$ cat config.mk
export PLATFORM = sky130hd
export DESIGN_NAME = ihl_ram
export DESIGN_NICKNAME = d
export VERILOG_FILES = /design/src/hw/rtl/ihl_ram.sv
export SDC_FILE = /design/constraint.sdc
export NUM_CORES = 2
export LEC_CHECK = 0
export BUFFER_PORTS_ARGS = -buffer_cell sky130_fd_sc_hd__buf_2
export CORE_MARGIN = 1.5
export CORE_UTILIZATION = 60
export DETAILED_ROUTE_END_ITERATION = 16
export PLACE_DENSITY = 0.76
export SETUP_SLACK_MARGIN = 0.1
export SKIP_LAST_GASP = 1
export SLEW_MARGIN = 30
export SYNTH_ARGS = -nofsm -noshare
export SYNTH_HDL_FRONTEND = slang
export SYNTH_SLANG_ARGS = --single-unit
$ cat constraint.sdc
create_clock -name clk -period 3.5 [get_ports clk]
set_clock_uncertainty 0.2 [all_clocks]
set_input_delay 0.7 -clock clk [delete_from_list [all_inputs] [get_ports clk]]
set_output_delay 0.7 -clock clk [all_outputs]
set_load 0.005 [all_outputs]
$ cat src/hw/rtl/ihl_ram.sv
// Generic single-port synchronous RAM with registered read.
// No dependencies.
`timescale 1ns / 1ps
module ihl_ram #(
	parameter int WIDTH = 8,
	parameter int DEPTH = 256
) (
	input  logic                     clk,
	input  logic                     we,
	input  logic [$clog2(DEPTH)-1:0] addr,
	input  logic [WIDTH-1:0]         wdata,
	output logic [WIDTH-1:0]         rdata
);

	logic [WIDTH-1:0] mem [DEPTH];

	// write, or read into the output register
	always_ff @(posedge clk) begin
		if (we) begin
			mem[addr] <= wdata;
		end else begin
			rdata <= mem[addr];
		end
	end

endmodule

After elaboration in Yosys (flattened, before gate mapping):

Memories as Yosys holds them, arrays and structs flattened. A register that Yosys moved wholly into a read port is not among the register bits.
Cells that the tools add are included.

* register bits: 0
* memory bits (writable): 2048
* input bits: 18
* output and inout port bits: 8
* memories kept: 1

Memories
* mem: depth 256, width 8, rd ports 1, clocked after Yosys merged registers in 1, wr ports 1, line 15 `logic [WIDTH-1:0] mem [DEPTH];`

* mux-type cells: 2
* reductions and logical operators: 1

Operators with widths (number)
* $mux 1: 2
* $logic_not 1->1: 1

Depth between registers and ports, before layout:

* depth in word-level cells: 2
* gate-level depth with buffers: 8
* depth with buffers taken out: 5

Worst setup path before layout:

OpenSTA, ideal clock, no wires.

* kind: input -> register
* from: in addr[0]
* to: mem mem[107][0], enable pin
* setup time: 0.370 ns
* arrival: 2.504 ns
* data required time: 2.930 ns
* slack: 0.426 ns
* cell stages on the path: 8
* path through: buf_2 -> buf_2 -> clkbuf_1 -> nand2_1 -> nor2_1 -> nand2_1 -> clkbuf_1 -> nor2_1

RTL lines
* from (decl): line 10 `input logic [$clog2(DEPTH)-1:0] addr,`
* to (decl): line 15

Straight into the memory's write port.

==> results.sh <==
export IMPL_grt_overflow_total=0
export IMPL_grt_pass1_wl_um=279100
export IMPL_ys_async_sr_fraction_pct=0
export IMPL_setup_violations=0
export IMPL_drtAntennaViolNets=0
export IMPL_drt_pass1_iter_count=7
export IMPL_critPathArrivalTime_ns=3.58
export IMPL_synth_top_area_share_pct=78.61
export IMPL_avgSynthCellArea_sq_um=22.15
export IMPL_synthDistinctLibCells=20
export IMPL_finalCritPeriodShare_pct=91.53
export IMPL_synth_net_count=3563
export IMPL_setup_worst_path_start="addr[0]"
export IMPL_max_freq_mhz=312.1
export IMPL_layout_drive_gt1_share_pct=32.30
export IMPL_r2r_end="rdata[5]"
export IMPL_syn_area_sq_um=78530
export IMPL_clock_latency_ns=0.83
export IMPL_dp_cells=5654
export IMPL_cts_tree="done"
export IMPL_crit_end="rdata[2]"
export IMPL_worstHoldPathType="in -> reg"
export IMPL_route_detailed_wl_per_inst_um=31.70
export IMPL_drtIter0Drc=5627
export IMPL_post_place_ws_ns=-0.5448
export IMPL_cts_resized=0
export IMPL_clkTransAtPathRegs_ns=0.06
export IMPL_finalCriticalPeriod_ns=3.204
export IMPL_synth_most_common_cell="edfxtp_1"
export IMPL_first_global_vias=40830
export IMPL_reg2reg_depth=6
export IMPL_critPathKind="in -> reg"
export IMPL_synth_warnings=0
export IMPL_synth_edf_count=2056
export IMPL_ios=26
export IMPL_design_die_area_sq_um=133100
export IMPL_ys_ff_latch=2056
export IMPL_reg2reg_from="mem[104][5]"
export IMPL_end_kind="register"
export IMPL_min_path_cells=1
export IMPL_die_w_um=364.8
export IMPL_wirelength_um=190600
export IMPL_vias=40220
export IMPL_stdcell_count=6012
export IMPL_ys_seq_area_share_pct=78.61
export IMPL_synth_top_cell_by_area="edfxtp_1"
export IMPL_setup_slack_ns=0.2963
export IMPL_die_h_um=364.8
export IMPL_gp_congestion=0.8769
export IMPL_r2r_slack_ns=0.63
export IMPL_fp_coreArea_sq_um=129600
export IMPL_maxSlewViolCount=0
export IMPL_antenna_found_initial=5
export IMPL_route_detailed_drc=0
export IMPL_run_status="completed"
export IMPL_area_delta_synth_final_pct=15.92
export IMPL_cts_post_setup_buffers_inserted=0
export IMPL_power_per_cell_area_nw_per_um2=547.5
export IMPL_grtUsageTotal_pct=29.45
export IMPL_nets=4126
export IMPL_tightest_slew_ns=0.8059
export IMPL_clk_path_buf_depth=3
export IMPL_p_leak_nw=28.90
export IMPL_synth_area_top_cells="edfxtp_1 (79%), mux4_2 (15%), a22oi_1 (2.4%), nor2_1 (1.1%), a21oi_1 (0.82%)"
export IMPL_ys_top_cells_by_count="edfxtp_1 (2,056), mux4_2 (512), a22oi_1 (256), nor2_1 (234), clkbuf_1 (140)"
export IMPL_crit_required_ns=3.87
export IMPL_clkSinkCount=2056
export IMPL_hpwl_um=115600
export IMPL_hold_viol=0
export IMPL_root_buffer="clkbuf_16"
export IMPL_maxCapViolations=0
export IMPL_viasPerCell=6.690
export IMPL_slew_headroom_pct=45.57
export IMPL_syn_inst=3545
export IMPL_numCtsBuffers=194
export IMPL_ir_worst_vdd_uv=476.0
export IMPL_cts_hold_buf=0
export IMPL_row_count=132
export IMPL_grt_max_degree=101
export IMPL_start_util_pct=60.57
export IMPL_yosys_most_used_dff="edfxtp_1"
export IMPL_cp_max_fo=21
export IMPL_htree_num_levels=4
export IMPL_start_kind="input port"
export IMPL_portBuffers=25
export IMPL_rsz0062_at_grt="false"
## worst min path at each step
stage / startpoint / endpoint / slack [ns]
final: wdata[7] / mem[114][7] / 0.15
after global routing: wdata[7] / mem[79][7] / 0.14
after CTS: wdata[7] / mem[86][7] / 0.11
after detailed placement: mem[244][4] / rdata[4] / 0.90
after global placement: mem[192][4] / rdata[4] / 0.90
after floorplan: wdata[0] / mem[0][0] / 0.60
## flip-flops by register name, indices dropped and copies added (netlist names)
| signal | flops |
|---|---|
| rdata | 8 |
| mem | 2048 |
## layer usage
layer	GRT usage (%)	part of all wire, %	vias up
li1	-	-	16210
met5	0	0.019	-
met4	11.27	3.9	6
met2	46.69	49	2627
met3	6.064	11	465
met1	41.04	36	20910
## cells in the final DEF (no fill, tap or decap)
| cell | n |
|---|---|
| diode_2 | 1 |
| nor2b_1 | 6 |
| nor2b_4 | 2 |
| clkinvlp_4 | 7 |
| and2_4 | 1 |
| nand2b_1 | 3 |
| buf_8 | 2 |
| clkbuf_8 | 8 |
| nand2_1 | 25 |
| buf_12 | 60 |
| nor2_1 | 233 |
| buf_2 | 15 |
| clkinv_8 | 3 |
| a21oi_1 | 128 |
| inv_6 | 5 |
| edfxtp_1 | 2056 |
| nand3_1 | 17 |
| clkinv_2 | 31 |
| o41ai_2 | 2 |
| clkinv_16 | 1 |
| bufinv_16 | 14 |
| buf_4 | 512 |
| clkbuf_16 | 197 |
| inv_16 | 1 |
| clkinv_1 | 51 |
| mux4_2 | 512 |
| or2_2 | 2 |
| nand4_1 | 9 |
| o41ai_1 | 30 |
| nand2b_2 | 2 |
| inv_1 | 1 |
| clkinv_4 | 1 |
| a22oi_1 | 256 |
| clkbuf_1 | 46 |
| and2_1 | 2 |
| nor3_1 | 27 |
| nor2_4 | 1 |
## cells by family (layout without fill, tap and decap cells)
| logic type | Yosys count | count (layout) | share of synthesized area, % |
|---|---|---|---|
| muxes | 512 | 512 | 14.68 |
| and+or+nand+nor | 330 | 330 | 1.733 |
| DFF | 2056 | 2056 | 78.61 |
| other | 0 | 1 | 0 |
| buffers and inverters | 231 | 955 | 1.349 |
| AOI/OAI and AO/OA | 416 | 416 | 3.620 |
## cell type report
class	instances	area, sq um
Multi-Input combinational cell	1258	15780
Timing Repair Buffer	597	5260
Antenna cell	1	2.502
Inverter	1	3.754
Sequential cell	2056	61740
Clock inverter	114	970.9
Clock buffer	243	5102
Fill cell	7378	38610
Tap cell	1742	2180
## metrics by stage
step	setup TNS (ns)	instance area (sq um)	hold WS (ns)	util, %	power (mW)
final	0	91040	0.1491	70.22	49.85
after global routing	0	91040	0.1435	70.22	51.05
after CTS	0	91040	0.1069	70.22	50.02
after detailed placement	-10.68	84960	0.8953	65.53	30.16
after global placement	-11.62	84960	0.8975	65.53	30.10
after floorplan	0	78530	0.5989	-	28.89
## worst max-delay path, stage by stage
cell and delay (ns):
buf_8 0.29, buf_12 0.29, buf_12 0.21, buf_4 0.18
mux4_2 0.50, a22oi_1 0.19, a21oi_1 0.17, o41ai_1 0.69
buf_4 0.23, nand4_1 0.07
## report_power, final
| group | internal (mW) | switching [mW] | total, mW |
|---|---|---|---|
| Clock | 11.4 | 8.83 | 20.2 |
| Sequential | 27.1 | 0.0262 | 27.2 |
| Combinational | 0.966 | 1.52 | 2.49 |
| Total | 39.5 | 10.4 | 49.8 |
Note: power is estimated with default switching activity, not from simulation.
