File: config.mk
export PLATFORM = sky130hd
export DESIGN_NAME = ihl_ctrl
export DESIGN_NICKNAME = d
export VERILOG_FILES = /design/src/hw/rtl/ihl_pkg.sv /design/src/hw/rtl/ihl_ctrl.sv
export SDC_FILE = /design/constraint.sdc
export NUM_CORES = 1
export LEC_CHECK = 0
export ABC_AREA = 1
export BUFFER_PORTS_ARGS = -buffer_cell sky130_fd_sc_hd__clkbuf_2
export CAP_MARGIN = 20
export CELL_PAD_IN_SITES_DETAIL_PLACEMENT = 0
export CELL_PAD_IN_SITES_GLOBAL_PLACEMENT = 2
export CORE_UTILIZATION = 38
export CTS_BUF_LIST = sky130_fd_sc_hd__clkbuf_8
export DETAILED_ROUTE_END_ITERATION = 12
export GPL_TIMING_DRIVEN = 0
export PLACE_DENSITY = 0.82
export SYNTH_ARGS = -nofsm -noshare
export SYNTH_HDL_FRONTEND = slang
export SYNTH_SLANG_ARGS = --single-unit
File: constraint.sdc
create_clock -name clk -period 13.1 [get_ports clk]
set_input_delay 1.31 -clock clk [delete_from_list [all_inputs] [get_ports clk]]
set_output_delay 1.31 -clock clk [all_outputs]
set_load 0.005 [all_outputs]
File: src/hw/rtl/ihl_pkg.sv
// Shared types, codes and helpers for the Intel HEX image loader.
// No dependencies.
`timescale 1ns / 1ps
package ihl_pkg;

	// request codes
	localparam logic [1:0] REQ_START = 2'd0;
	localparam logic [1:0] REQ_CHAR  = 2'd1;
	localparam logic [1:0] REQ_END   = 2'd2;
	localparam logic [1:0] REQ_READ  = 2'd3;

	// load status codes
	localparam logic [2:0] ST_OK     = 3'd0;
	localparam logic [2:0] ST_DONE   = 3'd1;
	localparam logic [2:0] ST_CKSUM  = 3'd2;
	localparam logic [2:0] ST_OVFL   = 3'd3;
	localparam logic [2:0] ST_NORST  = 3'd4;

	// line parser phases
	localparam logic [2:0] PH_LINE = 3'd0;
	localparam logic [2:0] PH_SKIP = 3'd1;
	localparam logic [2:0] PH_REC  = 3'd2;
	localparam logic [2:0] PH_TAIL = 3'd3;
	localparam logic [2:0] PH_STOP = 3'd4;

	// record kinds
	localparam logic [7:0] KIND_DATA  = 8'd0;
	localparam logic [7:0] KIND_EOF   = 8'd1;
	localparam logic [7:0] KIND_UPPER = 8'd4;

	// configuration register indexes
	localparam logic CFG_FLASH_LIMIT  = 1'b0;
	localparam logic CFG_SPARE_OFFSET = 1'b1;

	localparam logic [7:0]  CHAR_COLON  = 8'h3A;
	localparam logic [7:0]  CHAR_LF     = 8'h0A;
	localparam logic [7:0]  FILL_BYTE   = 8'hFF;
	localparam logic [16:0] FLASH_RESET = 17'd65536;

	typedef struct packed {
		logic [1:0]  req_type;
		logic [7:0]  char_code;
		logic [15:0] read_addr;
	} in_item_t;

	typedef struct packed {
		logic [2:0]  status;
		logic        format_error;
		logic        eof_missing;
		logic        reset_found;
		logic [23:0] reset_vector;
		logic [31:0] image_start;
		logic [32:0] image_end;
		logic [7:0]  read_data;
	} out_item_t;

	// decode one hex character: bit 4 flags a valid digit
	function automatic logic [4:0] hex_digit(input logic [7:0] c);
		logic [4:0] r;
		r = 5'd0;
		if (c >= 8'h30 && c <= 8'h39) begin
			r = {1'b1, 4'(c - 8'h30)};
		end else if (c >= 8'h41 && c <= 8'h46) begin
			r = {1'b1, 4'(c - 8'h37)};
		end else if (c >= 8'h61 && c <= 8'h66) begin
			r = {1'b1, 4'(c - 8'h57)};
		end
		return r;
	endfunction

endpackage

File: src/hw/rtl/ihl_ctrl.sv
// Request sequencer: record parser, record commit walk and image clear sweep.
// Depends on ihl_pkg; drives the image and record buffer RAM ports.
`timescale 1ns / 1ps
module ihl_ctrl import ihl_pkg::*; #(
	parameter int IMAGE_BYTES = 65536,
	parameter int RECORD_MAX  = 256,
	parameter int RESET_BYTES = 3
) (
	input  logic                           clk,
	input  logic                           arst_n,
	input  logic                           in_valid,
	output logic                           in_stall,
	input  in_item_t                       in_data,
	output logic                           out_valid,
	input  logic                           out_stall,
	output out_item_t                      out_data,
	input  logic                           cfg_we,
	input  logic                           cfg_idx,
	input  logic [16:0]                    cfg_wdata,
	output logic                           img_we,
	output logic [$clog2(IMAGE_BYTES)-1:0] img_addr,
	output logic [7:0]                     img_wdata,
	input  logic [7:0]                     img_rdata,
	output logic                           buf_we,
	output logic [$clog2(RECORD_MAX)-1:0]  buf_addr,
	output logic [7:0]                     buf_wdata,
	input  logic [7:0]                     buf_rdata
);

	localparam int AW   = $clog2(IMAGE_BYTES);
	localparam int RIW  = $clog2(RECORD_MAX);
	localparam int CW   = $clog2(RECORD_MAX + 1);
	localparam int HEAD = (RESET_BYTES > 2) ? RESET_BYTES : 2;

	localparam logic [2:0] SQ_IDLE = 3'd0;
	localparam logic [2:0] SQ_EXEC = 3'd1;
	localparam logic [2:0] SQ_FIN  = 3'd2;
	localparam logic [2:0] SQ_CMT  = 3'd3;
	localparam logic [2:0] SQ_RDW  = 3'd4;
	localparam logic [2:0] SQ_CLR  = 3'd5;

	logic [2:0]  seq_q, seq_d;
	in_item_t    req_s1;
	logic [2:0]  phase_q, phase_d;
	logic [3:0]  nib_q, nib_d;
	logic [9:0]  dc_q, dc_d;
	logic [7:0]  len_q, len_d;
	logic [15:0] ofs_q, ofs_d;
	logic [7:0]  kind_q, kind_d;
	logic [7:0]  sum_q, sum_d;
	logic [15:0] upper_q, upper_d;
	logic [31:0] start_q, start_d;
	logic [32:0] end_q, end_d;
	logic [23:0] rvec_q, rvec_d;
	logic        done_q, done_d;
	logic        fmt_q, fmt_d;
	logic        eofm_q, eofm_d;
	logic        rst_q, rst_d;
	logic [2:0]  status_q, status_d;
	logic [7:0]  head_q [HEAD];
	logic [7:0]  head_d [HEAD];
	logic [16:0] flash_q;
	logic [15:0] spare_q;
	logic [AW-1:0] clr_cnt_q, clr_cnt_d;
	logic [CW-1:0] cmt_cnt_q, cmt_cnt_d;
	logic [CW-1:0] cmt_n_q, cmt_n_d;
	logic          cmt_wr_s1, cmt_wr_d;
	logic [CW-1:0] cmt_idx_s1, cmt_idx_d;
	logic [AW-1:0] base_q, base_d;
	out_item_t     out_q;
	logic          out_valid_q;

	logic          accept, out_free, emit;
	logic [7:0]    rdata_sel;
	logic [4:0]    hx;
	logic [9:0]    dc_inc;
	logic [8:0]    byte_idx, data_idx;
	logic [7:0]    byte_val;
	logic [31:0]   rec_addr;
	logic [32:0]   rec_top, end_max;
	logic [32:0]   base_sum;
	logic [8:0]    n_clip;
	logic [63:0]   rv_acc;
	logic [31:0]   ra_ext;

	assign out_free = !out_valid_q || !out_stall;
	assign in_stall = (seq_q != SQ_IDLE);
	assign accept   = in_valid && !in_stall;
	assign out_valid = out_valid_q;
	assign out_data  = out_q;

	// next-state logic for every request kind
	always_comb begin
		seq_d = seq_q;  phase_d = phase_q;  nib_d = nib_q;  dc_d = dc_q;
		len_d = len_q;  ofs_d = ofs_q;  kind_d = kind_q;  sum_d = sum_q;
		upper_d = upper_q;  start_d = start_q;  end_d = end_q;  rvec_d = rvec_q;
		done_d = done_q;  fmt_d = fmt_q;  eofm_d = eofm_q;  rst_d = rst_q;
		status_d = status_q;  head_d = head_q;
		clr_cnt_d = clr_cnt_q;  cmt_cnt_d = cmt_cnt_q;  cmt_n_d = cmt_n_q;
		cmt_wr_d = 1'b0;  cmt_idx_d = cmt_idx_s1;  base_d = base_q;
		emit = 1'b0;  rdata_sel = 8'd0;
		img_we = 1'b0;  img_addr = '0;  img_wdata = FILL_BYTE;
		buf_we = 1'b0;  buf_addr = '0;  buf_wdata = 8'd0;

		hx       = hex_digit(req_s1.char_code);
		dc_inc   = dc_q + 10'd1;
		byte_idx = dc_inc[9:1] - 9'd1;
		data_idx = byte_idx - 9'd4;
		byte_val = {nib_q, hx[3:0]};
		rec_addr = {upper_q, ofs_q};
		rec_top  = {1'b0, rec_addr} + {25'd0, len_q};
		end_max  = (rec_top > end_q) ? rec_top : end_q;
		base_sum = {17'd0, spare_q} + {1'b0, rec_addr};
		n_clip   = ({1'b0, len_q} < 9'(RECORD_MAX)) ? {1'b0, len_q} : 9'(RECORD_MAX);
		ra_ext   = {16'd0, req_s1.read_addr};
		rv_acc   = 64'd0;
		for (int i = 0; i < RESET_BYTES; i++) begin
			rv_acc = {rv_acc[55:0], head_q[i]};
		end

		unique case (seq_q)
			SQ_IDLE: begin
				if (accept) begin
					seq_d = SQ_EXEC;
				end
			end
			SQ_EXEC: begin
				if (out_free) begin
					seq_d = SQ_IDLE;
					emit  = 1'b1;
					unique case (req_s1.req_type)
						REQ_START: begin
							phase_d = PH_LINE;  nib_d = 4'd0;  dc_d = 10'd0;
							len_d = 8'd0;  ofs_d = 16'd0;  kind_d = 8'd0;  sum_d = 8'd0;
							upper_d = 16'd0;  start_d = '1;  end_d = 33'd0;
							rvec_d = 24'd0;  done_d = 1'b0;  fmt_d = 1'b0;
							eofm_d = 1'b0;  rst_d = 1'b0;  status_d = ST_OK;
							clr_cnt_d = '0;
							seq_d = SQ_CLR;
						end
						REQ_CHAR: begin
							unique case (phase_q)
								PH_LINE: begin
									if (req_s1.char_code == CHAR_COLON) begin
										phase_d = PH_REC;  dc_d = 10'd0;
										sum_d = 8'd0;  len_d = 8'd0;
										for (int i = 0; i < HEAD; i++) begin
											head_d[i] = 8'd0;
										end
									end else if (req_s1.char_code != CHAR_LF) begin
										phase_d = PH_SKIP;
									end
								end
								PH_SKIP, PH_TAIL: begin
									if (req_s1.char_code == CHAR_LF) begin
										phase_d = PH_LINE;
									end
								end
								PH_REC: begin
									if (!hx[4]) begin
										fmt_d = 1'b1;  status_d = ST_CKSUM;
										phase_d = PH_STOP;
									end else begin
										dc_d = dc_inc;
										if (dc_inc[0]) begin
											nib_d = hx[3:0];
										end else begin
											sum_d = sum_q + byte_val;
											if (byte_idx == 9'd0) begin
												len_d = byte_val;
											end else if (byte_idx == 9'd1) begin
												ofs_d = {byte_val, 8'd0};
											end else if (byte_idx == 9'd2) begin
												ofs_d = {ofs_q[15:8], byte_val};
											end else if (byte_idx == 9'd3) begin
												kind_d = byte_val;
											end else if (byte_idx < 9'd4 + {1'b0, len_q}) begin
												if (data_idx < 9'(RECORD_MAX)) begin
													buf_we    = 1'b1;
													buf_addr  = data_idx[RIW-1:0];
													buf_wdata = byte_val;
												end
												for (int i = 0; i < HEAD; i++) begin
													if (data_idx == 9'(i)) begin
														head_d[i] = byte_val;
													end
												end
											end else begin
												phase_d = PH_TAIL;
												emit    = 1'b0;
												seq_d   = SQ_FIN;
											end
										end
									end
								end
								default: begin
								end
							endcase
						end
						REQ_END: begin
							if (status_q <= ST_DONE) begin
								if (!done_q) begin
									eofm_d = 1'b1;
								end
								if (!rst_q) begin
									status_d = ST_NORST;
								end
								phase_d = PH_STOP;
							end
						end
						REQ_READ: begin
							img_addr = ra_ext[AW-1:0];
							emit     = 1'b0;
							seq_d    = SQ_RDW;
						end
						default: begin
						end
					endcase
				end
			end
			SQ_FIN: begin
				emit  = 1'b1;
				seq_d = SQ_IDLE;
				if (sum_q != 8'd0) begin
					status_d = ST_CKSUM;
					phase_d  = PH_STOP;
				end else if (kind_q == KIND_DATA) begin
					if (ofs_q == 16'd0 && {1'b0, len_q} >= 9'(RESET_BYTES)) begin
						rvec_d = rv_acc[23:0];
						rst_d  = 1'b1;
					end
					if (rec_addr < start_q) begin
						start_d = rec_addr;
					end
					end_d = end_max;
					if (end_max > {16'd0, flash_q}) begin
						status_d = ST_OVFL;
						phase_d  = PH_STOP;
					end else if (n_clip != 9'd0) begin
						base_d    = base_sum[AW-1:0];
						cmt_cnt_d = '0;
						cmt_n_d   = n_clip[CW-1:0];
						seq_d     = SQ_CMT;
					end
				end else if (kind_q == KIND_EOF) begin
					if (len_q == 8'd0) begin
						done_d   = 1'b1;
						status_d = ST_DONE;
						phase_d  = PH_STOP;
					end
				end else if (kind_q == KIND_UPPER) begin
					upper_d = {head_q[0], head_q[1]};
				end
			end
			SQ_CMT: begin
				// read buffer entry, write it to the image in the next cycle
				if (cmt_cnt_q != cmt_n_q) begin
					buf_addr  = cmt_cnt_q[RIW-1:0];
					cmt_wr_d  = 1'b1;
					cmt_idx_d = cmt_cnt_q;
					cmt_cnt_d = cmt_cnt_q + CW'(1);
				end else if (!cmt_wr_s1) begin
					seq_d = SQ_IDLE;
				end
				if (cmt_wr_s1) begin
					img_we    = 1'b1;
					img_addr  = base_q + AW'(cmt_idx_s1);
					img_wdata = buf_rdata;
				end
			end
			SQ_RDW: begin
				emit      = 1'b1;
				rdata_sel = img_rdata;
				seq_d     = SQ_IDLE;
			end
			SQ_CLR: begin
				img_we    = 1'b1;
				img_addr  = clr_cnt_q;
				img_wdata = FILL_BYTE;
				clr_cnt_d = clr_cnt_q + AW'(1);
				if (clr_cnt_q == AW'(IMAGE_BYTES - 1)) begin
					seq_d = SQ_IDLE;
				end
			end
			default: begin
				seq_d = SQ_IDLE;
			end
		endcase
	end

	// control and load state
	always_ff @(posedge clk or negedge arst_n) begin
		if (!arst_n) begin
			seq_q <= SQ_CLR;  phase_q <= PH_LINE;  nib_q <= 4'd0;  dc_q <= 10'd0;
			len_q <= 8'd0;  ofs_q <= 16'd0;  kind_q <= 8'd0;  sum_q <= 8'd0;
			upper_q <= 16'd0;  start_q <= '1;  end_q <= 33'd0;  rvec_q <= 24'd0;
			done_q <= 1'b0;  fmt_q <= 1'b0;  eofm_q <= 1'b0;  rst_q <= 1'b0;
			status_q <= ST_OK;  flash_q <= FLASH_RESET;  spare_q <= 16'd0;
			clr_cnt_q <= '0;  cmt_cnt_q <= '0;  cmt_n_q <= '0;  cmt_wr_s1 <= 1'b0;
			out_valid_q <= 1'b0;
			for (int i = 0; i < HEAD; i++) begin
				head_q[i] <= 8'd0;
			end
		end else begin
			seq_q <= seq_d;  phase_q <= phase_d;  nib_q <= nib_d;  dc_q <= dc_d;
			len_q <= len_d;  ofs_q <= ofs_d;  kind_q <= kind_d;  sum_q <= sum_d;
			upper_q <= upper_d;  start_q <= start_d;  end_q <= end_d;  rvec_q <= rvec_d;
			done_q <= done_d;  fmt_q <= fmt_d;  eofm_q <= eofm_d;  rst_q <= rst_d;
			status_q <= status_d;  head_q <= head_d;
			clr_cnt_q <= clr_cnt_d;  cmt_cnt_q <= cmt_cnt_d;  cmt_n_q <= cmt_n_d;
			cmt_wr_s1 <= cmt_wr_d;
			if (cfg_we) begin
				unique case (cfg_idx)
					CFG_FLASH_LIMIT:  flash_q <= cfg_wdata;
					CFG_SPARE_OFFSET: spare_q <= cfg_wdata[15:0];
					default: begin
					end
				endcase
			end
			if (emit) begin
				out_valid_q <= 1'b1;
			end else if (!out_stall) begin
				out_valid_q <= 1'b0;
			end
		end
	end

	// payload registers
	always_ff @(posedge clk) begin
		if (accept) begin
			req_s1 <= in_data;
		end
		cmt_idx_s1 <= cmt_idx_d;
		base_q     <= base_d;
		if (emit) begin
			out_q <= '{status: status_d, format_error: fmt_d, eof_missing: eofm_d,
				reset_found: rst_d, reset_vector: rvec_d, image_start: start_d,
				image_end: end_d, read_data: rdata_sel};
		end
	end

endmodule

# --- Word level (Yosys, flattened, before mapping) ---
# Index checks and enable logic that the tools add are counted.
op_classes:
  add_sub_neg: 13
  magnitude_cmp: 13
  eq_ne: 80
  mux: 214
  bitwise: 3
  n_reduce_logical: 47
op_table:
  columns: ["op", "count"]
  rows:
  - ["$mux W8", 43]
  - ["$mux W24", 13]
  - ["$mux W16", 14]
  - ["$mux W33", 5]
  - ["$mux W32", 5]
  - ["$mux W3", 32]
  - ["$pmux W16 S2", 3]
  - ["$pmux W24 S2", 2]
  - ["$pmux W8 S2", 6]
  - ["$ne A2 B2 Y1 const B", 35]
  - ["$pmux W33 S2", 1]
  - ["$pmux W32 S2", 1]
  - ["$pmux W16 S3", 1]
  - ["$mux W1", 45]
  - ["$mux W9", 5]
  - ["$pmux W10 S2", 2]
  - ["$reduce_and A13 Y1", 3]
  - ["$pmux W3 S3", 4]
  - ["$ne A5 B5 Y1 const B", 7]
  - ["$add A32 B8 Y33", 1]
  - ["$gt A33 B17 Y1", 1]
  - ["$gt A33 B33 Y1", 1]
  - ["$lt A32 B32 Y1", 1]
  - ["$eq A9 B2 Y1 const B", 3]
  - ["68 further kinds", 136]
totals:
  reg_bits: 418
  in_bits: 65
  output_inout_bits: 147

# --- Logic depth before layout (Yosys ltp) ---
# Gate-level depths: netlist (run 1).
logic_depth:
  depth_word: 17
  ltp_mapped: 46

# --- Least setup slack after synthesis (run 1) ---
# OpenSTA, ideal clock, no wires.
synth_timing:
  kind: "register -> register"
  startpoint: "reg dc_q[0]"
  endpoint: "reg out_q (netlist bit out_data[0]), enable pin"
  t_arrival_ns: 5.059
  t_required_ns: 11.892
  setup_slack_ns: 6.833
  path_stages_with_launch: 21
  n_path_buf: 0
  synth_period_minus_slack_ns: 6.267
  cell_sequence: "dfrtp_1 > ha_1 > nand2_2 > inv_1 > nor2_2 > inv_1 > ha_1 > nand2_1 > nor2_4 > nand3_1 > nand2_1 > ha_1 > nand2_1 > nor2_1 > nand2_1 > o211ai_1 > a31oi_1 > nor2_1 > nand2_1 > nand2_1 > nand3_1"
synth_between:
  elab_chain_cells: 14
  word_cells_on_any_way: 18
  cone_classes: "2 x add/sub; 1 x order compare; 3 x eq/ne; 11 x mux; 1 x reduce/logical"
synth_rtl:
  columns: ["item", "line", "text"]
  rows:
  - ["from (decl)", "ihl_ctrl.sv:46", "logic [9:0] dc_q, dc_d;"]
  - ["from (signal assigned)", "ihl_ctrl.sv:294", "seq_q <= SQ_CLR; phase_q <= PH_LINE; nib_q <= 4'd0; dc_q <= 10'd0;"]
  - ["from (signal assigned)", "ihl_ctrl.sv:305", "seq_q <= seq_d; phase_q <= phase_d; nib_q <= nib_d; dc_q <= dc_d;"]
  - ["$add A10 B1 Y10 *", "ihl_ctrl.sv:106", "dc_inc = dc_q + 10'd1;"]
  - ["$sub A9 B1 Y9", "ihl_ctrl.sv:107", "byte_idx = dc_inc[9:1] - 9'd1;"]
  - ["$lt A9 B9 Y1", "ihl_ctrl.sv:177", "end else if (byte_idx < 9'd4 + {1'b0, len_q}) begin"]
  - ["$mux W1", "ihl_ctrl.sv:177", null]
  - ["$mux W1", "ihl_ctrl.sv:175", "end else if (byte_idx == 9'd3) begin"]
  - ["$mux W1", "ihl_ctrl.sv:173", "end else if (byte_idx == 9'd2) begin"]
  - ["$mux W1", "ihl_ctrl.sv:171", "end else if (byte_idx == 9'd1) begin"]
  - ["$mux W1", "ihl_ctrl.sv:169", "if (byte_idx == 9'd0) begin"]
  - ["$mux W1 *", "ihl_ctrl.sv:165", "if (dc_inc[0]) begin"]
  - ["$mux W1 *", "ihl_ctrl.sv:160", "if (!hx[4]) begin"]
  - ["$mux W1 *", "ihl_ctrl.sv:142", "unique case (phase_q)"]
  - ["$pmux W1 S2 *", "ihl_ctrl.sv:131", "unique case (req_s1.req_type)"]
  - ["$mux W1 *", "ihl_ctrl.sv:128", "if (out_free) begin"]
  - ["$pmux W1 S2 *", "ihl_ctrl.sv:121", "unique case (seq_q)"]
  - ["named net emit", "ihl_ctrl.sv:73", "logic accept, out_free, emit;"]
  - ["to (signal assigned)", "ihl_ctrl.sv:336", "out_q <= '{status: status_d, format_error: fmt_d, eof_missing: eofm_d,"]
  - ["to (decl)", "ihl_ctrl.sv:70", "out_item_t out_q;"]
# Mark *: on every way through the listed nets, which the timed path passes. The rest lies on a longest branch.
# A chain may end at the register's enable or synchronous reset.

# --- Worst setup path after layout (run 1) ---
layout_timing:
  startpoint: "reg ofs_q[0]"
  endpoint: "reg base_q[10], enable pin"
layout_between:
  elab_chain_cells: 6
layout_rtl:
  columns: ["item", "line", "text"]
  rows:
  - ["from (decl)", "ihl_ctrl.sv:48", "logic [15:0] ofs_q, ofs_d;"]
  - ["from (signal assigned)", "ihl_ctrl.sv:306", "len_q <= len_d; ofs_q <= ofs_d; kind_q <= kind_d; sum_q <= sum_d;"]
  - ["$add A32 B8 Y33 *", "ihl_ctrl.sv:111", "rec_top = {1'b0, rec_addr} + {25'd0, len_q};"]
  - ["$gt A33 B33 Y1", "ihl_ctrl.sv:112", "end_max = (rec_top > end_q) ? rec_top : end_q;"]
  - ["$mux W33 *", "ihl_ctrl.sv:112", null]
  - ["$gt A33 B17 Y1 *", "ihl_ctrl.sv:236", "if (end_max > {16'd0, flash_q}) begin"]
  - ["$not A1 Y1 (no line) *", null, null]
  - ["$reduce_and A5 Y1 (no line) *", null, null]
  - ["to (signal assigned)", "ihl_ctrl.sv:334", "base_q <= base_d;"]
  - ["to (decl)", "ihl_ctrl.sv:69", "logic [AW-1:0] base_q, base_d;"]
# Mark *: on every way between the ends. The rest lies on a longest branch, timed or not.

==> results of run 1 <==
cell type report:
class,count,area (sq um),area share (%)
tap,782,978,3.64
clock inverter,61,453,1.68
sequential,418,11300,41.9
timing repair buffer,216,1170,4.36
clock buffer,77,1060,3.94
multi-input combinational,1838,10300,38.2
buffer,68,322,1.20
inverter,362,1360,5.06
antenna,3,7.51,0.0279
layer usage:
| layer | share of wire (%) | up-vias | wire [microns] | GRT usage, % |
|---|---|---|---|---|
| met5 | 0 | - | 0 | 0 |
| met3 | 5.0 | 102 | 3500 | 4.25 |
| met4 | 2.4 | 0 | 1670 | 8.41 |
| li1 | - | 9574 | - | - |
| met1 | 46 | 9312 | 32300 | 30.4 |
| met2 | 47 | 443 | 32600 | 36.2 |
flip-flops by register name, summed over array words and instances (netlist names), 10 cells and up:
name       cells
dc_q          10
end_q         33
spare_q       16
base_q        16
ra_ext        16
upper_q       16
req_s1        10
rvec_q        24
out_data     103
head_q        24
ofs_q         16
clr_cnt_q     16
flash_q       17
start_q       32
power by group:
part	internal [W]	total [W]	switching [W]
registers	0.00160	0.00172	0.000124
logic	0.000613	0.00204	0.00142
clock network	0.000676	0.00127	0.000591
total	0.00289	0.00503	0.00214
metrics by stage:
step | hold slack (ns) | cells | power [W] | setup WS, ns
2_1_floorplan | 0.423 | 2686 | 0.00309 | 6.83
3_3_place_gp | 0.431 | 3679 | 0.00379 | 4.47
3_5_place_dp | 0.436 | 3683 | 0.00379 | 5.01
4_1_cts | 0.452 | 3821 | 0.00508 | 4.96
5_1_grt | 0.477 | 3824 | 0.00541 | 4.38
6_report | 0.449 | 3825 | 0.00503 | 5.13
how the worst max path moves through the flow:
stage	startpoint	to	slack, ns
after CTS	ofs_q[0]$_DFFE_PN0P_	base_q[1]$_DFFE_PP_	4.96
after floorplan	dc_q[0]$_DFFE_PN0P_	out_data[0]$_SDFFCE_PP0P_	6.83
final	ofs_q[0]$_DFFE_PN0P_	base_q[10]$_DFFE_PP_	5.13
after global routing	ofs_q[0]$_DFFE_PN0P_	base_q[10]$_DFFE_PP_	4.38
after global placement	dc_q[0]$_DFFE_PN0P_	out_data[30]$_DFFE_PP_	4.47
after detailed placement	ofs_q[0]$_DFFE_PN0P_	base_q[14]$_DFFE_PP_	5.01
cell usage after synthesis (16+ instances only):
cell type                  number  area share [%]
sky130_fd_sc_hd__nor3_1        29            0.63
sky130_fd_sc_hd__clkbuf_1      40            0.65
sky130_fd_sc_hd__nor2_1       180             2.9
sky130_fd_sc_hd__dfstp_2       35             4.0
sky130_fd_sc_hd__ha_1         150             8.1
sky130_fd_sc_hd__xor2_1        50             1.9
sky130_fd_sc_hd__a21oi_1      151             3.3
sky130_fd_sc_hd__inv_1        345             5.6
sky130_fd_sc_hd__nand3_1      115             2.5
sky130_fd_sc_hd__nor4_1        16            0.43
sky130_fd_sc_hd__nand4_1       37             1.0
sky130_fd_sc_hd__o22ai_1       24            0.65
sky130_fd_sc_hd__edfxtp_1     154              20
sky130_fd_sc_hd__nand2_1      633              10
sky130_fd_sc_hd__o21ai_0      249             5.4
sky130_fd_sc_hd__dfrtp_1      229              25
sky130_fd_sc_hd__o21ai_2       24            0.91
sky130_fd_sc_hd__nand2_2       16            0.43
cell usage in the layout (no fill, tap or decap), types with 13 or more instances in the layout:
cell type | netlist | final
sky130_fd_sc_hd__dfrtp_1 | 229 | 229
sky130_fd_sc_hd__a21oi_1 | 151 | 151
sky130_fd_sc_hd__nor4_1 | 16 | 16
sky130_fd_sc_hd__clkbuf_2 | 2 | 212
sky130_fd_sc_hd__nor3_1 | 29 | 29
sky130_fd_sc_hd__xnor2_1 | 13 | 13
sky130_fd_sc_hd__xor2_1 | 50 | 50
sky130_fd_sc_hd__clkbuf_1 | 40 | 40
sky130_fd_sc_hd__nand2_2 | 16 | 16
sky130_fd_sc_hd__dfstp_2 | 35 | 35
sky130_fd_sc_hd__clkbuf_8 | 0 | 78
sky130_fd_sc_hd__nor2_2 | 13 | 13
sky130_fd_sc_hd__nor2_1 | 180 | 179
sky130_fd_sc_hd__nand2_1 | 633 | 633
sky130_fd_sc_hd__clkinv_2 | 0 | 20
sky130_fd_sc_hd__o21ai_2 | 24 | 24
sky130_fd_sc_hd__clkinv_1 | 6 | 18
sky130_fd_sc_hd__edfxtp_1 | 154 | 154
sky130_fd_sc_hd__ha_1 | 150 | 150
sky130_fd_sc_hd__inv_1 | 345 | 362
sky130_fd_sc_hd__o21ai_1 | 13 | 13
sky130_fd_sc_hd__nand4_1 | 37 | 37
sky130_fd_sc_hd__nand3_1 | 115 | 114
sky130_fd_sc_hd__o22ai_1 | 24 | 24
sky130_fd_sc_hd__o21ai_0 | 249 | 249
sky130_fd_sc_hd__a22oi_1 | 13 | 13
logic make-up (layout without fill, tap and decap cells):
group           count (synthesis)  in the layout  share of synthesized area (%)
flops                         418            418                           48.6
xor+xnor                       65             65                           2.52
buf+inv                       430            784                           7.25
other cells                     0              3                              0
fa+ha+maj                     154            154                           8.43
compound gates                531            531                           12.9
simple gates                 1088           1088                           20.4
critical path: cells and delay by family (launching register included):
kind                       cells  cell delay, ns
adders and majority gates      4            1.34
AOI/OAI and AO/OA              1            0.26
xor gates and xnor gates       1            0.20
buffers and inverters          7            1.76
and+or+nand+nor               24            3.40
DFF                            1            0.58
==> summary.txt, run 1 <==
Cells and area
  • # nets final: approximately 3200
  • Layout-stage area growth over the synthesis result: 15.9%
  • Fill cells: ~6000
  • Post-Route Utilization: roughly 45%
  • Post-route standard cell area excluding fillers: about 27000 sq um
  • Share of post-route cells with drive strength above 1: ~16%

GRT
  • Number of global-route vias before repair: slightly below 20000
  • Antenna violations before repair: 1
  • Largest net degree at the start of global routing: approximately 100
  • Total congestion overflow after global routing: 0
  • GR Util All Layers: about 23%
  • Wire length of the first global-routing pass: 109 mm

Clock tree
  • Insertion delay of the later-clocked pin in the worst-skew pair: between 0.6 and 0.7 ns
  • Clock H-tree levels: 3
  • Clock-pin transition on the worst setup and hold timing paths: 0.06 ns
  • Count of instances resized after the clock tree is built: 0
  • Count of hold buffers inserted by post-cts repair: 0
  • Postcts setup bufs: 0
  • Clock tree from TritonCTS: yes
  • Max Root-Sink Buffers: 3
  • Number of sinks on the clock net: approximately 420
  • Total clock buffers created by CTS: 74
  • Cell at the root of the clock tree: sky130_fd_sc_hd__clkbuf_8

Timing
  • Max transition margin: 28.5%
  • Post-route setup TNS: 0 ns
  • Number of failing setup endpoints in the final timing report: 0
  • Shortest clock period the worst path allows after layout: 7.97 ns
  • Highest attainable clock frequency: around 130 MHz
  • Hold Fails Final Rpt: 0
  • Crit share post-route: between 60% and 70%
  • RSZ-0062 raised after global routing: no
  • Actual slew at the worst max-slew pin: around 1.1 ns
  • Setup Skew: 0.0333 ns
  • Pins Over Slew Limit: 0

Die
  • Core area: roughly 60000 sq um
  • Chip Width: between 200 and 250 microns
  • Effective utilization at floorplan: between 30% and 40%
  • I/O pins: 212
  • Die ar.: roughly 62000 sq um
  • Standard-cell rows: 90
  • Die Y-Extent: between 200 and 250 microns

Worst setup path
  • Cell repeated most along the worst path: sky130_fd_sc_hd__nand2_1
  • Number of cell instances on the worst register-to-register path: 37
  • Worst path slowest cell: sky130_fd_sc_hd__dfrtp_1
  • Critical Path Start Type: register
  • Startpoint of the worst register-to-register path: ofs_q[0]$_DFFE_PN0P_
  • Critical path required time: approximately 13 ns
  • Category of the worst setup path capture point: register
  • Worst setup path category: reg -> reg
  • Register-to-register path setup slack: slightly above 5 ns
  • Delay of the slowest cell on the worst path: around 0.58 ns
  • RR Endpoint: base_q[10]$_DFFE_PP_
  • Data arrival time of the critical path: around 8.3 ns
  • Max Fanout on Critical Path: 17

Run
  • Max Cap Viol: 0

Worst hold path
  • Hold Crit Endpoint: cmt_idx_s1[2]$_DFFE_PP_
  • Depth of the worst hold-timing path: 0
  • HP Start: cmt_cnt_q[2]$_DFFE_PN0P_
  • Classification of the worst-slack hold path: reg -> reg

Synth
  • Yosys synthesis warning count: 0
  • Post-synth ARST share: 63.2%
  • Post-Syn Nets: about 2900
  • Mean post-synth cell area: 8.64 sq um
  • Primary flip-flop cell chosen by synthesis mapping: sky130_fd_sc_hd__dfrtp_1
  • Syn Std Cell Area: between 20000 and 25000 sq um
  • Post-synth EDFFs: ~150
  • Synthesized flop and latch total: between 400 and 500
  • Count of distinct cell types in the synthesized netlist: a little over 60
  • Instance count of the mapped netlist: roughly 2700
  • Portion of the post-synthesis area used by sequential elements: roughly 49%

Place
  • Final RePlAce weighted congestion: 0.869
  • Total placed instance area: 25400 sq um
  • Post-DP HPWL: between 50 and 60 mm
  • IO Port Bufs: between 200 and 250

Routing
  • Overall via count from detail_route: just under 20000
  • Iteration-0 DRC Markers: ~1100
  • Detailed-route wire length per cell: 18.3 microns
  • Routed wire length: approximately 70 mm
  • Remaining number of nets flagged by the antenna check after routing: 0
  • Post-detailed-route via-to-cell ratio: 5.08
  • DRC violations left: 0
  • Number of iterations in the first detailed-routing pass: 6

Status
  • Result of the run: complete, no violations

Power and ir drop
  • Worst ir drop on vdd: ~0.00027 V
  • Static leakage power: between 10 and 15 nW
  • PwrDens: 187 nW/um^2
No activity file was read; power rests on OpenSTA's default activity.
==> inputs of run 2 (changes only) <==
- CORE_UTILIZATION: 38 -> 34
- PLACE_DENSITY: 0.82 -> 0.78
- clock period: 13.1 -> 6.4 ns (I/O delays scaled with it)
==> run 2 against run 1 <==
Against the previous run: clock skew is 0.0072 ns higher; setup slack got worse by 4.8 ns; die area increased by 12%; core utilization fell by 3.8 points; cell count increased by 2.9%; total power rose by 120%; via count down 0.34%; non-clock buffer count grew 19; maximum frequency up 31%; sequential cell count unchanged; sequential power grew 110%; largest cell class unchanged.
==> summary.txt, run 2 (synthesized netlist as in run 1, its figures left out) <==
Worst setup path
  • Category of the worst setup path capture point: register
  • Number of cell instances on the worst register-to-register path: between 40 and 50
  • Cell repeated most along the worst path: sky130_fd_sc_hd__nand2_1
  • Max Fanout on Critical Path: 10
  • Startpoint of the worst register-to-register path: len_q[0]$_DFFE_PN0P_
  • RR Endpoint: cmt_cnt_q[4]$_DFFE_PN0P_
  • Worst setup path category: reg -> reg
  • Critical path required time: around 7 ns
  • Critical Path Start Type: register
  • Register-to-register path setup slack: ~0.33 ns
  • Data arrival time of the critical path: roughly 6.6 ns
  • Worst path slowest cell: sky130_fd_sc_hd__dfrtp_2
  • Delay of the slowest cell on the worst path: 0.44 ns

GRT
  • Total congestion overflow after global routing: 0
  • GR Util All Layers: between 20 and 25%
  • Wire length of the first global-routing pass: 112 mm
  • Largest net degree at the start of global routing: 109
  • Number of global-route vias before repair: roughly 19000
  • Antenna violations before repair: 1

Clock tree
  • Cell at the root of the clock tree: sky130_fd_sc_hd__clkbuf_8
  • Clock tree from TritonCTS: yes
  • Insertion delay of the later-clocked pin in the worst-skew pair: just under 0.7 ns
  • Total clock buffers created by CTS: 75
  • Max Root-Sink Buffers: 3
  • Clock-pin transition on the worst setup and hold timing paths: approximately 0.060 ns
  • Clock H-tree levels: 3
  • Number of sinks on the clock net: about 420

Power and ir drop
  • Internal Power: between 0.006 and 0.007 W
  • Comb pwr share: 43.1%
  • Proportion of power drawn by flip-flops and latches: between 30% and 40%
  • Portion of total power attributed to the clock network: around a quarter
  • PwrDens: slightly below 400 nW/um^2
  • Worst ir drop on vdd: about 0.00046 V
  • Static leakage power: ~13 nW
  • Net switching power figure: 0.00458 W
  • Switching share of total power: 42.2%

Timing
  • Actual slew at the worst max-slew pin: between 1 and 1.5 ns
  • Max transition margin: about 30%
  • Post-route setup TNS: 0 ns
  • Final hold slack: 0.157 ns
  • Setup WS post-layout: about 0.33 ns
  • Crit share post-route: a little over nine tenths
  • Pins Over Slew Limit: 0
  • Shortest clock period the worst path allows after layout: approximately 6.1 ns
  • Setup Skew: 0.0405 ns
  • Number of failing setup endpoints in the final timing report: 0
  • Highest attainable clock frequency: 165 MHz
  • Hold Fails Final Rpt: 0

Cells and area
  • Flip-flop count of the largest register after layout: ~100
  • Top library cells by usage in the layout, fill and taps aside: sky130_fd_sc_hd__nand2_1, sky130_fd_sc_hd__inv_1, sky130_fd_sc_hd__o21ai_0, sky130_fd_sc_hd__dfrtp_1, sky130_fd_sc_hd__clkbuf_2
  • Most common library cell in the layout ignoring fill and taps: sky130_fd_sc_hd__nand2_1
  • Share of post-route cells with drive strength above 1: between 15 and 20%
  • Post-route standard cell area excluding fillers: approximately 27000 sq um
  • Layout-stage area growth over the synthesis result: 18.3%
  • # nets final: roughly 3200
  • Post-Route Utilization: 40.7%

Die
  • Die ar.: 69300 sq um
  • Die Y-Extent: between 200 and 300 microns
  • Chip Width: 263 microns
  • Effective utilization at floorplan: 34.4%
  • I/O pins: roughly 210
  • Core area: 67400 sq um
  • Standard-cell rows: 95

Run
  • Max Cap Viol: 0

Routing
  • M1 wire length: about 34 mm
  • DRC violations left: 0
  • DR top layer: met4
  • Iteration-0 DRC Markers: 1111
  • Routed wire length: about 72 mm
  • Post-detailed-route via-to-cell ratio: approximately 4.9
  • Number of iterations in the first detailed-routing pass: 7
  • Detailed-route wire length per cell: around 18 microns
  • Overall via count from detail_route: between 15000 and 20000
  • Remaining number of nets flagged by the antenna check after routing: 0
  • Met3 WL post-DR: 2.87 mm
  • Met2 Routed Length: roughly 34 mm

Place
  • Final RePlAce weighted congestion: about 0.87
  • Post-DP HPWL: 54.4 mm
  • Post-place setup slack: -1.81 ns
  • IO Port Bufs: 211
  • Total placed instance area: 25500 sq um

Worst hold path
  • Classification of the worst-slack hold path: in -> reg
  • Hold Crit Endpoint: req_s1[18]$_DFFE_PP_
  • HP Start: in_data[18]
  • Depth of the worst hold-timing path: 1

Status
  • Result of the run: complete, no violations
-- run 2: cell count changes in the layout (fill, tap and decap cells not counted), moves of 4 or more --
cell                         change
sky130_fd_sc_hd__buf_4          +16
sky130_fd_sc_hd__o21ai_0        -16
sky130_fd_sc_hd__o21ai_1        +12
sky130_fd_sc_hd__dfrtp_1        -10
sky130_fd_sc_hd__dfrtp_2        +10
sky130_fd_sc_hd__clkinvlp_4      +8
sky130_fd_sc_hd__ha_1            -7
sky130_fd_sc_hd__clkbuf_1        -4
sky130_fd_sc_hd__ha_4            +4
sky130_fd_sc_hd__inv_1           -4
sky130_fd_sc_hd__nand2_1         -4
-- run 2: area by class of cell --
class	instances	area, sq um
Clock buffer	78	1070
Buffer	65	329
Inverter	362	1370
Clock inverter	62	484
Fill cell	6808	39900
Sequential cell	418	11300
Multi-Input combinational cell	1838	10400
Antenna cell	1	2.50
Timing Repair Buffer	238	1390
Tap cell	873	1090
-- run 2: layer usage --
metal	vias up	GRT usage (%)
met5	-	0
met4	0	6.20
met3	88	2.97
met2	397	34.2
met1	9279	28.2
li1	9600	-
-- run 2: what timing repair did --
item	4_1_cts	5_1_grt
pin swaps	1	7
hold endpoints to repair	4	0
resized for setup	27	47
setup buffers	10	10
hold buffers	1	0
endpoints found under the setup margin	44	44
gates cloned	0	1
-- run 2: critical path: cells and delay by family, from the launching register on --
| kind | cells | cell delay [ns] |
|---|---|---|
| AO/OA/AOI/OAI | 5 | 0.77 |
| AND/OR/NAND/NOR | 22 | 2.27 |
| buffers and inverters | 9 | 1.14 |
| XOR/XNOR | 1 | 0.19 |
| flip-flops | 1 | 0.44 |
| adder cells (fa/ha/maj) | 4 | 1.13 |
-- run 2: metrics by stage --
step / power (W) / cells
global route: 0.0117 / 3935
finish: 0.0109 / 3935
global placement: 0.00775 / 3770
floorplan: 0.00632 / 2686
CTS: 0.0108 / 3925
detailed placement: 0.00781 / 3775
-- run 2: how the worst max path moves through the flow --
| stage | start | end | slack, ns | cells past startpoint |
|---|---|---|---|---|
| global route | len_q[0]$_DFFE_PN0P_ | cmt_cnt_q[2]$_DFFE_PN0P_ | -0.03 | 46 |
| global placement | dc_q[0]$_DFFE_PN0P_ | out_data[30]$_DFFE_PP_ | -2.35 | 18 |
| floorplan | dc_q[0]$_DFFE_PN0P_ | out_data[0]$_SDFFCE_PP0P_ | 0.13 | 20 |
| detailed placement | ofs_q[0]$_DFFE_PN0P_ | base_q[15]$_DFFE_PP_ | -1.81 | 37 |
| finish | len_q[0]$_DFFE_PN0P_ | cmt_cnt_q[4]$_DFFE_PN0P_ | 0.33 | 41 |
| CTS | len_q[0]$_DFFE_PN0P_ | cmt_cnt_q[7]$_DFFE_PN0P_ | 0.02 | 46 |
-- run 2: power groups by stage --
stage | Combinational (W) | Clock, W | Sequential (W)
floorplan | 0.00276 | 0 | 0.00356
global placement | 0.00410 | 0 | 0.00365
detailed placement | 0.00423 | 0 | 0.00358
CTS | 0.00449 | 0.00275 | 0.00353
global route | 0.00522 | 0.00286 | 0.00357
finish | 0.00468 | 0.00265 | 0.00353
==> inputs of run 3 (changes only) <==
- BUFFER_PORTS_ARGS: -buffer_cell sky130_fd_sc_hd__clkbuf_2 -> unset
- CORE_UTILIZATION: 34 -> 37
- DONT_BUFFER_PORTS: unset -> 1
- PLACE_DENSITY: 0.78 -> 0.79
- SLEW_MARGIN: unset -> 20
- clock period: 6.4 -> 5.32 ns (I/O delays scaled with it)
==> run 3 against run 2 <==
Against the previous run: the run now ends with hold timing, setup timing left; hold slack got worse by 0.57 ns; maximum frequency increased by 7.7%; sequential cell count unchanged; first-iteration DRC count increased by 2.3%; register-to-register slack got worse by 0.65 ns; clock power increased by 25%; critical endpoint is now base_q[4]$_DFFE_PP_; largest cell class unchanged; highest routed layer unchanged.
==> summary.txt, run 3 (synthesized netlist as in run 1, its figures left out) <==
Timing
  • Shortest clock period the worst path allows after layout: ~5.6 ns
  • Hold Fails Final Rpt: around 230
  • Pins Over Slew Limit: 0
  • Setup WS post-layout: -0.318 ns
  • Setup Skew: slightly above 0.05 ns
  • Max transition margin: a little over a quarter
  • Highest attainable clock frequency: 177 MHz
  • Crit share post-route: 106%
  • RSZ-0062 raised after global routing: yes
  • Actual slew at the worst max-slew pin: roughly 1.1 ns
  • Final hold slack: -0.409 ns
  • Number of failing setup endpoints in the final timing report: 44

Cells and area
  • Post-route standard cell area excluding fillers: 27500 sq um
  • # nets final: 3060
  • Count of placed standard cells in the final layout, fillers left out: 3742
  • Post-Route Utilization: 44.6%
  • Share of post-route cells with drive strength above 1: 16.0%
  • Layout-stage area growth over the synthesis result: 18.7%
  • Most common library cell in the layout ignoring fill and taps: sky130_fd_sc_hd__nand2_1
  • Fill cells: 5976
  • Top library cells by usage in the layout, fill and taps aside: sky130_fd_sc_hd__nand2_1, sky130_fd_sc_hd__inv_1, sky130_fd_sc_hd__o21ai_0, sky130_fd_sc_hd__dfrtp_1, sky130_fd_sc_hd__nor2_1
  • Flip-flop count of the largest register after layout: roughly 100

Die
  • Effective utilization at floorplan: 37.5%
  • I/O pins: ~210
  • Die ar.: roughly 64000 sq um
  • Core area: approximately 60000 sq um
  • Standard-cell rows: 91
  • Die Y-Extent: 252 microns
  • Chip Width: roughly 250 microns

Place
  • IO Port Bufs: 0
  • Post-DP HPWL: between 50 and 60 mm
  • Total placed instance area: approximately 24000 sq um
  • Final RePlAce weighted congestion: a little under 0.9
  • Number of placed instances, taps included: about 3500

Worst setup path
  • Worst path slowest cell: sky130_fd_sc_hd__dfrtp_2
  • Worst setup path category: reg -> reg
  • Endpoint of the most critical setup path: base_q[4]$_DFFE_PP_
  • Critical Path Start Type: register
  • Category of the worst setup path capture point: register
  • Data arrival time of the critical path: approximately 6 ns
  • Launching element of the worst setup path: ofs_q[0]$_DFFE_PN0P_
  • Critical path required time: 5.69 ns
  • RR Endpoint: base_q[4]$_DFFE_PP_
  • Max Fanout on Critical Path: 6
  • Number of cell instances on the worst register-to-register path: 40
  • Startpoint of the worst register-to-register path: ofs_q[0]$_DFFE_PN0P_
  • Delay of the slowest cell on the worst path: between 0.4 and 0.5 ns
  • Cell repeated most along the worst path: sky130_fd_sc_hd__nand3_2
  • Register-to-register path setup slack: -0.32 ns

Routing
  • Post-detailed-route via-to-cell ratio: roughly 5
  • DRC violations left: 0
  • Routed wire length: just over 70 mm
  • Detailed-route wire length per cell: approximately 19 microns
  • Remaining number of nets flagged by the antenna check after routing: 0
  • Number of iterations in the first detailed-routing pass: 5
  • Iteration-0 DRC Markers: about 1100
  • Overall via count from detail_route: 19000

Worst hold path
  • Classification of the worst-slack hold path: in -> async

GRT
  • GR Util All Layers: a little under a quarter
  • Largest net degree at the start of global routing: 265
  • Wire length of the first global-routing pass: 110 mm
  • Number of global-route vias before repair: 18900
  • Antenna violations before repair: 1
  • Total congestion overflow after global routing: 0

Clock tree
  • Total clock buffers created by CTS: 75
  • Max Root-Sink Buffers: 3
  • Insertion delay of the later-clocked pin in the worst-skew pair: around 0.7 ns
  • Clock-pin transition on the worst setup and hold timing paths: roughly 0.060 ns
  • Number of sinks on the clock net: ~420
  • Clock tree from TritonCTS: yes
  • Clock H-tree levels: 3
  • Cell at the root of the clock tree: sky130_fd_sc_hd__clkbuf_8
  • Count of hold buffers inserted by post-cts repair: 27

Status
  • Result of the run: complete, but fails checks
  • Violations in the final reports: hold timing, setup timing

Power and ir drop
  • Static leakage power: 12.4 nW
  • Worst ir drop on vdd: about 0.00042 V
  • PwrDens: about 510 nW/um^2

Run
  • Max Cap Viol: 0
[run 3: changes by cell type in the layout (fill, tap and decap cells not counted), sizes merged]
cell / before / now
clkbuf: 327 / 123
buf: 53 / 80
dlygate4sd3: 1 / 27
clkinvlp: 9 / 4
clkinv: 35 / 32
inv: 373 / 375
[run 3: repair_timing]
| item | CTS | global route |
|---|---|---|
| resized for setup | 127 | 82 |
| gates cloned | 4 | 1 |
| buffers inserted | 29 | 24 |
| endpoints found under the hold margin | 291 | 264 |
| setup endpoints to repair | 44 | 61 |
| pin swaps | 39 | 35 |
[run 3: per-layer routing]
layer  wire [microns]  global-route usage (%)  vias up  share of wire, %
met4             1550                    6.08        0               2.2
met2            33900                    37.1      381                47
met3             2980                    3.82       99               4.2
met1            33200                    30.5     9197                46
met5                0                       0        -                 0
li1                 -                       -     9309                 -
[run 3: worst min-delay path by stage]
stage | startpoint | to | slack (ns) | cells after the start
2_1_floorplan | arst_n | clr_cnt_q[0]$_DFFE_PN0P_ | 0.24 | 0
3_3_place_gp | arst_n | dc_q[6]$_DFFE_PN0P_ | 0.26 | 0
3_5_place_dp | arst_n | dc_q[6]$_DFFE_PN0P_ | 0.26 | 0
4_1_cts | arst_n | dc_q[6]$_DFFE_PN0P_ | -0.48 | 0
5_1_grt | arst_n | dc_q[5]$_DFFE_PN0P_ | -0.46 | 0
6_report | arst_n | dc_q[6]$_DFFE_PN0P_ | -0.41 | 0
[run 3: power breakdown]
| part | internal [W] | switching, W | total, W |
|---|---|---|---|
| Sequential | 0.00395 | 0.000338 | 0.00429 |
| Clock | 0.00182 | 0.00148 | 0.00330 |
| Combinational | 0.00237 | 0.00398 | 0.00635 |
[run 3: area by class of cell]
cell class	count	area, sq um	share of cell area (%)
clock buffer	84	1160	4.20
multi-input combinational	1838	11000	39.8
buffer	64	372	1.35
antenna	1	2.50	0.00909
timing repair buffer	82	845	3.07
tap	837	1050	3.80
sequential	418	11300	41.0
inverter	362	1380	5.00
clock inverter	56	469	1.70
[run 3: worst max-delay path: cells and delay by family (launching register included)]
| family | cells | cell delay, ns |
|---|---|---|
| buf+inv | 10 | 1.04 |
| simple gates | 23 | 2.31 |
| fa+ha+maj | 4 | 1.02 |
| xor+xnor | 1 | 0.19 |
| compound gates | 2 | 0.33 |
| flops | 1 | 0.43 |
[run 3: per-stage QoR]
step           worst slack, ns  setup TNS (ns)  power (W)
2_1_floorplan           0.0112               0    0.00769
3_3_place_gp             -1.81         -197.23    0.00919
3_5_place_dp             -1.86          -72.58    0.00927
4_1_cts                 -0.589          -20.52     0.0135
5_1_grt                 -0.661          -25.38     0.0149
6_report                -0.318          -10.15     0.0139
